--- src/rtl/mrcf_pkg.sv ---
// Package for the mask grid fill block: grid sizes, coordinate and command types.
// Used by every module in rtl/; depends on nothing.
`timescale 1ns / 1ps
package mrcf_pkg;

  localparam int GRID_W = 256;
  localparam int GRID_H = 256;
  localparam int XW = (GRID_W > 1) ? $clog2(GRID_W) : 1;
  localparam int YW = (GRID_H > 1) ? $clog2(GRID_H) : 1;

  typedef logic signed [17:0] coord_t;

  localparam coord_t GW_C = coord_t'(GRID_W);
  localparam coord_t GH_C = coord_t'(GRID_H);

  typedef enum logic [1:0] {
    ACT_RECT = 2'd0,
    ACT_CIRC = 2'd1,
    ACT_READ = 2'd2,
    ACT_NOP  = 2'd3
  } act_t;

  typedef struct packed {
    act_t               action;
    logic signed [15:0] x_pos;
    logic signed [15:0] y_pos;
    logic signed [15:0] span_w;
    logic signed [15:0] span_h;
    logic [14:0]        radius;
    logic               fill_value;
  } in_word_t;

  typedef struct packed {
    logic read_value;
    logic is_read_reply;
  } out_word_t;

  // classified command held in the queue
  typedef struct packed {
    act_t        kind;
    logic        fill;
    logic        empty;
    logic [YW-1:0] ylo;
    logic [YW-1:0] yhi;
    coord_t      xa;
    coord_t      xb;
    coord_t      cy;
    logic [14:0] rad;
  } cmd_t;

  function automatic coord_t sx16(input logic signed [15:0] v);
    return {{2{v[15]}}, v};
  endfunction

endpackage

--- src/rtl/mrcf_front.sv ---
// Front end: accepts command words, clips their row ranges to the grid, queues them.
// Depends on mrcf_pkg.
`timescale 1ns / 1ps
module mrcf_front (
  input  logic              clk,
  input  logic              rst_n,
  input  logic              start,
  input  mrcf_pkg::in_word_t in_cmd,
  input  logic              clearing,
  output logic              busy,
  output logic              q_valid,
  output mrcf_pkg::cmd_t    q_entry,
  input  logic              q_pop
);
  import mrcf_pkg::*;

  cmd_t       q_mem_r [2];
  logic       wp_r, wp_nxt, rp_r, rp_nxt;
  logic [1:0] cnt_r, cnt_nxt;
  logic       push;
  cmd_t       cls;
  coord_t     x, y, w, h, r, lo_s, hi_s, t_lo, t_hi, hi_m1;

  assign busy    = (cnt_r == 2'd2) || clearing;
  assign push    = start && !busy;
  assign q_valid = (cnt_r != 2'd0);
  assign q_entry = q_mem_r[rp_r];

  always_comb begin
    x = sx16(in_cmd.x_pos);
    y = sx16(in_cmd.y_pos);
    w = sx16(in_cmd.span_w);
    h = sx16(in_cmd.span_h);
    r = coord_t'({3'b000, in_cmd.radius});
    lo_s = '0;
    hi_s = '0;
    hi_m1 = '0;
    t_lo = '0;
    t_hi = '0;
    cls = '0;
    cls.kind = in_cmd.action;
    cls.fill = in_cmd.fill_value;
    cls.rad  = in_cmd.radius;
    cls.cy   = y;
    cls.xa   = x;
    cls.xb   = x + w;
    cls.empty = 1'b1;
    case (in_cmd.action)
      ACT_RECT: begin
        t_hi = y + h;
        lo_s = (y < 0) ? coord_t'(0) : y;
        hi_s = (t_hi > GH_C) ? GH_C : t_hi;
        hi_m1 = hi_s - coord_t'(1);
        cls.empty = (lo_s >= hi_s);
        cls.ylo = lo_s[YW-1:0];
        cls.yhi = hi_m1[YW-1:0];
      end
      ACT_CIRC: begin
        t_lo = y - r;
        t_hi = y + r;
        lo_s = (t_lo < 0) ? coord_t'(0) : t_lo;
        hi_s = (t_hi > GH_C - coord_t'(1)) ? GH_C - coord_t'(1) : t_hi;
        cls.empty = (lo_s > hi_s);
        cls.ylo = lo_s[YW-1:0];
        cls.yhi = hi_s[YW-1:0];
      end
      ACT_READ: begin
        cls.empty = !(x >= 0 && x < GW_C && y >= 0 && y < GH_C);
        cls.ylo = y[YW-1:0];
        cls.yhi = y[YW-1:0];
      end
      default: begin
        cls.empty = 1'b1;
      end
    endcase
  end

  always_comb begin
    wp_nxt  = push ? !wp_r : wp_r;
    rp_nxt  = q_pop ? !rp_r : rp_r;
    cnt_nxt = cnt_r + {1'b0, push} - {1'b0, q_pop};
  end

  always_ff @(posedge clk) begin
    if (!rst_n) begin
      wp_r  <= 1'b0;
      rp_r  <= 1'b0;
      cnt_r <= 2'd0;
    end else begin
      wp_r  <= wp_nxt;
      rp_r  <= rp_nxt;
      cnt_r <= cnt_nxt;
    end
  end

  always_ff @(posedge clk) begin
    if (push) begin
      q_mem_r[wp_r] <= cls;
    end
  end

endmodule

--- config.mk ---
export PLATFORM = sky130hd
export DESIGN_NAME = mrcf_front
export DESIGN_NICKNAME = d
export VERILOG_FILES = /design/src/rtl/mrcf_pkg.sv /design/src/rtl/mrcf_front.sv
export SDC_FILE = /design/constraint.sdc
export NUM_CORES = 1
export LEC_CHECK = 0
export BUFFER_PORTS_ARGS = -buffer_cell sky130_fd_sc_hd__buf_2
export CELL_PAD_IN_SITES_DETAIL_PLACEMENT = 0
export CELL_PAD_IN_SITES_GLOBAL_PLACEMENT = 1
export CORE_AREA = 2 2 150 167
export DETAILED_ROUTE_END_ITERATION = 6
export DIE_AREA = 0 0 152 169
export GPL_ROUTABILITY_DRIVEN = 0
export GPL_TIMING_DRIVEN = 1
export PLACE_DENSITY_LB_ADDON = 0.1
export SYNTH_ARGS = -nofsm -noshare
export SYNTH_HDL_FRONTEND = slang
export SYNTH_SLANG_ARGS = --single-unit
--- constraint.sdc ---
create_clock -name clk -period 6.4 [get_ports clk]
set_input_delay 0.64 -clock clk [delete_from_list [all_inputs] [get_ports clk]]
set_output_delay 0.64 -clock clk [all_outputs]
set_load 0.02 [all_outputs]
# Yosys cells after proc, flatten, opt, wreduce, memory -nomap -nowiden

Memory sizes are Yosys's and may differ from the RTL's. A register that Yosys moved wholly into a read port is not among the register bits.
Index checks and enable logic that the tools add are counted.

Register bits after elaboration: 4
RAM bits: 178
Input port bits: 87
Output and inout port bits: 91
Word-level logic and storage cells: 45
Memories: 1

Add/subtract/negate cells: 7
Magnitude comparators: 10
Equal/unequal tests: 3
Muxes and demuxes: 10
Reductions and logical operators: 11

Memory list:

| memory  | words | width | read ports | clocked after memory_dff | wr ports | line             | RTL |
|---|---|---|---|---|---|---|---|
| q_mem_r | 2     | 89    | 1          | 1                        | 1        | mrcf_front.sv:17 | `cmd_t q_mem_r [2];` |

Operators by type and width:

| cell                                                               | count |
|---|---|
| 2-to-1 mux 18 bit                                                  | 4 |
| adder 16 x 16 -> 17 bit                                            | 3 |
| one-hot mux 16 bit (3 select lines)                                | 1 |
| greater-or-equal comparator 16 x 1 -> 1 bit, second input constant | 2 |
| less-than comparator 16 x 10 -> 1 bit, second input constant       | 2 |
| greater-or-equal comparator 18 bit                                 | 1 |
| > comparator 18 bit                                                | 1 |
| > comparator 17 x 10 -> 1 bit, second input constant               | 1 |
| > comparator 17 x 9 -> 1 bit, second input constant                | 1 |
| less-than comparator 17 x 1 -> 1 bit, second input constant        | 1 |
| subtractor 16 x 16 -> 17 bit                                       | 1 |
| less-than comparator 16 x 1 -> 1 bit, second input constant        | 1 |
| subtractor 8 x 2 -> 8 bit, second input constant                   | 1 |
| == test 2 bit, second input constant                               | 2 |
| logical AND 1 bit                                                  | 4 |
| zero test 1 bit                                                    | 4 |
| 2-to-1 mux 1 bit                                                   | 4 |
| one-hot mux 1 bit (3 select lines)                                 | 1 |
| adder 2 x 1 -> 2 bit                                               | 1 |
| == test 2 x 1 -> 1 bit, second input constant                      | 1 |
| zero test 2 bit                                                    | 1 |
| nonzero test 2 bit                                                 | 1 |
| subtractor 2 x 1 -> 2 bit                                          | 1 |
| logical OR 1 bit                                                   | 1 |

# Depth between registers and ports, before layout

Gate-level depths: netlist of run 1.

Word-level depth: 6
Gate-level depth with buffers: 25
Mapped depth without buffers: 24

# Worst setup path after synthesis of run 1

No wires, ideal clock.

Path type: input to register
From: input port in_cmd[6] in the netlist's numbering
To: memory q_mem_r[0][85] in the netlist's numbering (data pin)
Setup time: 0.274 ns
Arrival: 5.122 ns
Required time: 6.126 ns
Path slack: 1.003 ns
Cell stages on the path: 17
Path buffers: 1
Cell sequence: inv_1 -> ha_1 -> buf_6 -> or3b_4 -> a31oi_4 -> a41oi_2 -> a311oi_2 -> and3_1 -> o2111ai_1 -> or4b_2 -> ha_1 -> or4_1 -> ha_1 -> nand4_1 -> or4_1 -> o21ai_0 -> o32ai_1

RTL lines:

| element            | line             | RTL |
|---|---|---|
| start: declaration | mrcf_front.sv:8  | `input mrcf_pkg::in_word_t in_cmd,` |
| end: declaration   | mrcf_front.sv:17 |  |

==> flow_summary.ini, run 1 <==
[run_status]
status = finished, final reports clean

[placement]
hpwlAfterDp_um = 19500
placed_area_um2 = 12100
post-place-ws_ns = 0.375
dp.cells = 1419
io_buffers = 177

[sta]
rsz0062_at_grt = false
final.setup.tns_ns = 0
finalCritPeriodShare = 0.877
fin_skew_ns = 0.0170
slew_viol_final = 0
min_period_ns = 5.61
holdWs_ns = 0.405
fmax_mhz = 178
finalWorstSetupSlack_ns = 0.790
tightest_slew_ns = 0.986
finalHoldViolations = 0
slew_headroom = 0.343
finalSetupViolCount = 0

[pwr]
leakage_nw = 5.14
vdd_drop_max_mv = 0.140
power.density_nw_per_um2 = 254
p_total_mw = 3.23

[min_path]
hold_depth = 1
hold_path_end = q_mem_r[1][86]
hp-class = input port to flip-flop
hp-start = in_cmd[0]

[critical_path]
critPathTopFamily = compound AO/OA/AOI/OAI gates
cpPeakStageDelay_ns = 0.71
reg2reg_depth = 5
critical_path_class = input port to flip-flop
cp_num_buf_inv = 1
rr_endpoint = q_mem_r[0][77]
reg2reg_slack_ns = 3.89
startpoint_type = input port
crit_start = in_cmd[53]
cp.required_ns = 6.63
cp_cell_sequence = buf_2 -> ha_1 -> or3b_4 -> a31oi_4 -> a41oi_2 -> a311oi_2 -> and3_1 -> o2111ai_1 -> or4b_2 -> ha_1 -> o41ai_4 -> and2b_2 -> ha_1 -> nand4_1 -> nor2_1 -> nor2_1 -> a21boi_0 -> o21bai_1 -> a21oi_1 -> o21ai_0 -> o32ai_1
critPathArrivalTime_ns = 5.84
worstPathMaxFanout = 9
cpMaxStageDelayCell = or4b_2
reg2reg_from = cnt_r[0]
crit_top_cell = ha_1
endpoint_kind = flip-flop

[cts]
cts.htree.levels = 4
cts-resized-gates = 0
max-clock-path-buffers = 2
cts_made_buffers = 17
holdBufCountCts = 0
cts_setup_buffers = 0
cts_sinks = 173
clock_latency_ns = 0.44
cts-root-buf = clkbuf_16
clk_pin_slew_ns = 0.08
tritoncts = done

[die]
coreArea_um2 = 24100
start_util = 0.454
die-area_um2 = 25700
io_pins = 178
die_y_um = 169
row_count = 60
die_w_um = 152

[global_route]
use_met3 = 0.0287
grt.total_usage = 0.205
grt_pass1_vias = 7845
grt_pass1_wl_um = 41600
overflow = 0
grt_max_degree = 70
top_usage_layer = met2
antenna_found_initial = 0
grtUsageMet2 = 0.355
gr-usage-met1 = 0.268

[route]
dr_total_vias = 7909
wl_um = 26200
drtPass1Iterations = 5
wl_per_cell_um = 18.0
antenna_left = 0
drtIter0Drc = 423
vias_per_cell = 5.45
drcViolationCount = 0

[synth]
ys_seq_elements = 173
synthArstFlopShare = 0
synth_edf_count = 168
netlist_area_um2 = 10900
synthesis.instances = 953
synth_area_per_cell_um2 = 11.5
synth_flop_cell = edfxtp_1
yosysSeqAreaShare = 0.471
ys_types = 74
synth_fp_nets = 1142
yosys_warnings = 0

[job]
maxCapViolCount = 0

[finish]
nets = 1317
drive_gt1_frac = 0.291
final_area_um2 = 12700
syn_to_final_growth_pct = 16.6
fillCellCount = 2185
final_core_util = 0.529
stdcell_count = 1452
==> worst register-to-register path: stages (launching register included) <==
cell and delay (ns):
dfxtp_1 0.35, inv_1 0.05, a21oi_1 0.23, nand2_1 0.17
nor2_4 0.43, buf_4 0.83
==> placed cells by master (no fill, tap or decap), drive strengths merged, types with 6 or more instances in the layout <==
cell type / count
nand2b: 21
a21oi: 60
xnor2: 34
clkbuf: 17
buf: 185
or3: 14
and3: 8
inv: 65
nor4: 9
o21a: 11
nand4: 6
o21bai: 10
clkinv: 7
nor3: 23
or2: 12
a22o: 9
a211oi: 11
nand3: 13
nand2: 41
edfxtp: 168
xor2: 13
nor2b: 35
a21o: 14
o21ai: 33
ha: 98
nor2: 56
mux2: 84
and2: 9
==> routing by layer <==
| metal | part of all wire | routed length, um |
|---|---|---|
| met5 | 0 | 0 |
| met4 | 0.016 | 411 |
| met3 | 0.038 | 988 |
| met2 | 0.50 | 13000 |
| met1 | 0.45 | 11800 |
==> worst max path at each step <==
stage                          end  slack (ns)  depth (start not counted)
floorplan           q_mem_r[0][85]        1.00                         17
global placement    q_mem_r[0][85]        0.42                         21
detailed placement  q_mem_r[1][85]        0.37                         22
CTS                 q_mem_r[1][85]        0.82                         22
global route        q_mem_r[1][85]        0.41                         22
finish              q_mem_r[1][85]        0.79                         21
==> synth_stat cells, types with 3 or more instances <==
| cell | n | area share |
|---|---|---|
| a211o_1 | 3 | 0.0024 |
| a211oi_1 | 11 | 0.0076 |
| a21o_1 | 13 | 0.0089 |
| a21oi_1 | 59 | 0.027 |
| a22o_1 | 9 | 0.0072 |
| a311oi_1 | 3 | 0.0024 |
| a31oi_1 | 4 | 0.0023 |
| and2_1 | 7 | 0.0040 |
| and3_1 | 8 | 0.0046 |
| and4_1 | 4 | 0.0032 |
| buf_4 | 5 | 0.0034 |
| clkbuf_1 | 21 | 0.0072 |
| dfxtp_1 | 5 | 0.0092 |
| edfxtp_1 | 168 | 0.46 |
| fa_1 | 4 | 0.0073 |
| ha_1 | 98 | 0.11 |
| inv_1 | 58 | 0.020 |
| mux2_2 | 84 | 0.087 |
| nand2_1 | 41 | 0.014 |
| nand2b_1 | 21 | 0.012 |
| nand3_1 | 13 | 0.0060 |
| nand4_1 | 6 | 0.0034 |
| nor2_1 | 56 | 0.019 |
| nor2b_1 | 35 | 0.020 |
| nor3_1 | 23 | 0.011 |
| nor4_1 | 9 | 0.0052 |
| o211ai_1 | 3 | 0.0021 |
| o21a_1 | 11 | 0.0076 |
| o21ai_0 | 33 | 0.015 |
| o21bai_1 | 10 | 0.0069 |
| o221ai_1 | 3 | 0.0024 |
| o31ai_1 | 4 | 0.0027 |
| or2_2 | 11 | 0.0063 |
| or3_1 | 14 | 0.0080 |
| xnor2_1 | 34 | 0.027 |
| xor2_1 | 13 | 0.010 |
==> final cells by class <==
class | instances | area (um^2) | share of cell area
timing repair buffer | 185 | 946 | 0.0743
clock buffer | 17 | 425 | 0.0334
clock inverter | 15 | 169 | 0.0133
multi-input combinational | 693 | 5440 | 0.427
inverter | 58 | 218 | 0.0171
tap | 310 | 388 | 0.0304
sequential | 173 | 5150 | 0.404
antenna | 1 | 2.50 | 0.000196
==> kinds of logic (layout without fill, tap and decap cells) <==
family / count (synthesis) / after routing / share of synthesized area
compound gates: 194 / 194 / 0.123
xor+xnor: 47 / 47 / 0.0377
fa+ha+maj: 102 / 102 / 0.120
buf+inv: 87 / 275 / 0.0325
flops: 173 / 173 / 0.471
mux: 86 / 86 / 0.0884
other cells: 0 / 1 / 0
simple gates: 264 / 264 / 0.128
==> where the power goes <==
part | switching [mW] | internal, mW | total [mW] | leakage (nW)
sequential | 0.0205 | 1.33 | 1.35 | 1.58
combinational | 0.509 | 0.345 | 0.854 | 3.27
clock | 0.503 | 0.526 | 1.03 | 0.289
total | 1.03 | 2.20 | 3.23 | 5.14
==> state kept, by name (all words and copies together), names as in the netlist, named ones only <==
signal / count
cnt_r: 2
wp_r: 1
q_mem_r: 168
rp_r: 1
Power figures use the tool's default switching activity.
==> run 2: changes to the inputs <==
CORE_AREA = 2 2 146 162   (was 2 2 150 167)
DIE_AREA = 0 0 148 164   (was 0 0 152 169)
clock period = 6.9 ns   (was 6.4 ns; I/O delays follow)
==> run 2 against run 1 <==
Critical path depth did not move; worst hold slack better by 0.042 ns; first-iteration DRC count shrank 12%; non-clock buffer count is 2 lower; setup slack gained 0.48 ns; core utilization up 3.3 points; final cell count is 0.83% lower; clock power shrank 7%; clock skew is 0.0028 ns lower; register-to-register slack improved by 0.33 ns; sequential cell count stayed put; sequential power decreased by 7%; critical path type unchanged; largest power group unchanged; highest routed layer unchanged.
==> flow_summary.ini, run 2 (synthesized netlist as in run 1, its figures left out) <==
[run_status]
status = finished, final reports clean

[pwr]
vdd_drop_max_mv = 0.138
p_total_mw = 3.00
power.density_nw_per_um2 = 236
leakage_nw = 5.13

[cts]
max-clock-path-buffers = 2
cts_setup_buffers = 0
cts-resized-gates = 0
tritoncts = done
cts_sinks = 173
clock_latency_ns = 0.43
cts-root-buf = clkbuf_16
clk_pin_slew_ns = 0.08
cts.htree.levels = 4
holdBufCountCts = 0
cts_made_buffers = 17

[sta]
min_period_ns = 5.63
finalCritPeriodShare = 0.815
finalSetupViolCount = 0
holdWs_ns = 0.447
finalHoldViolations = 0
fin_skew_ns = 0.0142
slew_viol_final = 0
rsz0062_at_grt = false
tightest_slew_ns = 0.886
final.setup.tns_ns = 0
slew_headroom = 0.409
fmax_mhz = 178

[critical_path]
worstPathMaxFanout = 9
cp.required_ns = 7.13
endpoint_kind = flip-flop
startpoint_type = input port
critPathArrivalTime_ns = 5.86
critical_path_class = input port to flip-flop

[finish]
stdcell_count = 1440
layout.area.seq_um2 = 5150
syn_to_final_growth_pct = 16.3
multiInputGateArea_um2 = 5440
top_regs = q_mem_r: 168 flops, cnt_r: 2 flops
fillCellCount = 2005
layout_common_cells = buf_2, edfxtp_1, ha_1, mux2_2, a21oi_1
largest_reg_flops = 168
final_common_cell = buf_2
nets = 1315
final_core_util = 0.562
drive_gt1_frac = 0.290
regMostFlops = q_mem_r

[route]
antenna_left = 0
drcViolationCount = 0
vias_per_cell = 5.45
drtIter0Drc = 372
wl_um = 25800
wl_per_cell_um = 17.9
dr_total_vias = 7847
drtPass1Iterations = 5

[min_path]
hp-class = input port to flip-flop

[global_route]
antenna_found_initial = 0
overflow = 0
grt_pass1_vias = 7702
grt_max_degree = 66
grt.total_usage = 0.213
grt_pass1_wl_um = 40300

[die]
row_count = 58
die_w_um = 148
die-area_um2 = 24300
die_y_um = 164
coreArea_um2 = 22600
start_util = 0.483
io_pins = 178

[placement]
dp.cells = 1407
io_buffers = 177
hpwlAfterDp_um = 19200

[job]
maxCapViolCount = 0
==> run 2: critical path: stages <==
cell,delay (ns)
buf_2,0.17
ha_1,0.44
or3b_4,0.45
a31oi_4,0.21
a41oi_2,0.09
a311oi_2,0.41
and3_1,0.21
o2111ai_1,0.17
or4b_2,0.71
ha_1,0.47
o41ai_4,0.21
and2b_2,0.25
ha_1,0.29
nand4_1,0.12
nor2_1,0.12
nor2_1,0.04
a21boi_0,0.17
o21bai_1,0.08
a21oi_1,0.13
o21ai_0,0.10
o32ai_1,0.31
==> run 2: where the power goes <==
part	internal, mW	total [mW]	switching (mW)
combinational	0.319	0.789	0.470
sequential	1.23	1.25	0.0181
clock	0.489	0.958	0.469
==> run 2: metal layers <==
metal  vias up  share of wire  GRT usage
met4         0         0.0080     0.0442
li1       3904              -          -
met1      3759           0.45      0.277
met5         -              0          0
met2       169           0.50      0.379
met3        15          0.044     0.0300
==> run 2: cell type report <==
class                           instances  share of cell area
Antenna cell                            1            0.000197
Clock buffer                           17              0.0335
Clock inverter                         15              0.0137
Inverter                               58              0.0171
Multi-Input combinational cell        693               0.428
Sequential cell                       173               0.405
Tap cell                              300              0.0295
Timing Repair Buffer                  183              0.0732
==> run 2: worst paths after layout <==
kind         startpoint             end  slack (ns)  cells after the start
max          in_cmd[53]  q_mem_r[1][85]        1.27                     21
min           in_cmd[0]  q_mem_r[0][86]        0.45                      1
max reg2reg    cnt_r[0]   q_mem_r[0][1]        4.22                      5
min reg2reg        rp_r            rp_r        0.58                      2
==> run 2: through the flow <==
step	instance area [um^2]	worst slack (ns)
floorplan	10900	1.45
global placement	12100	0.898
detailed placement	12100	0.878
CTS	12700	1.31
global route	12700	0.794
finish	12700	1.27
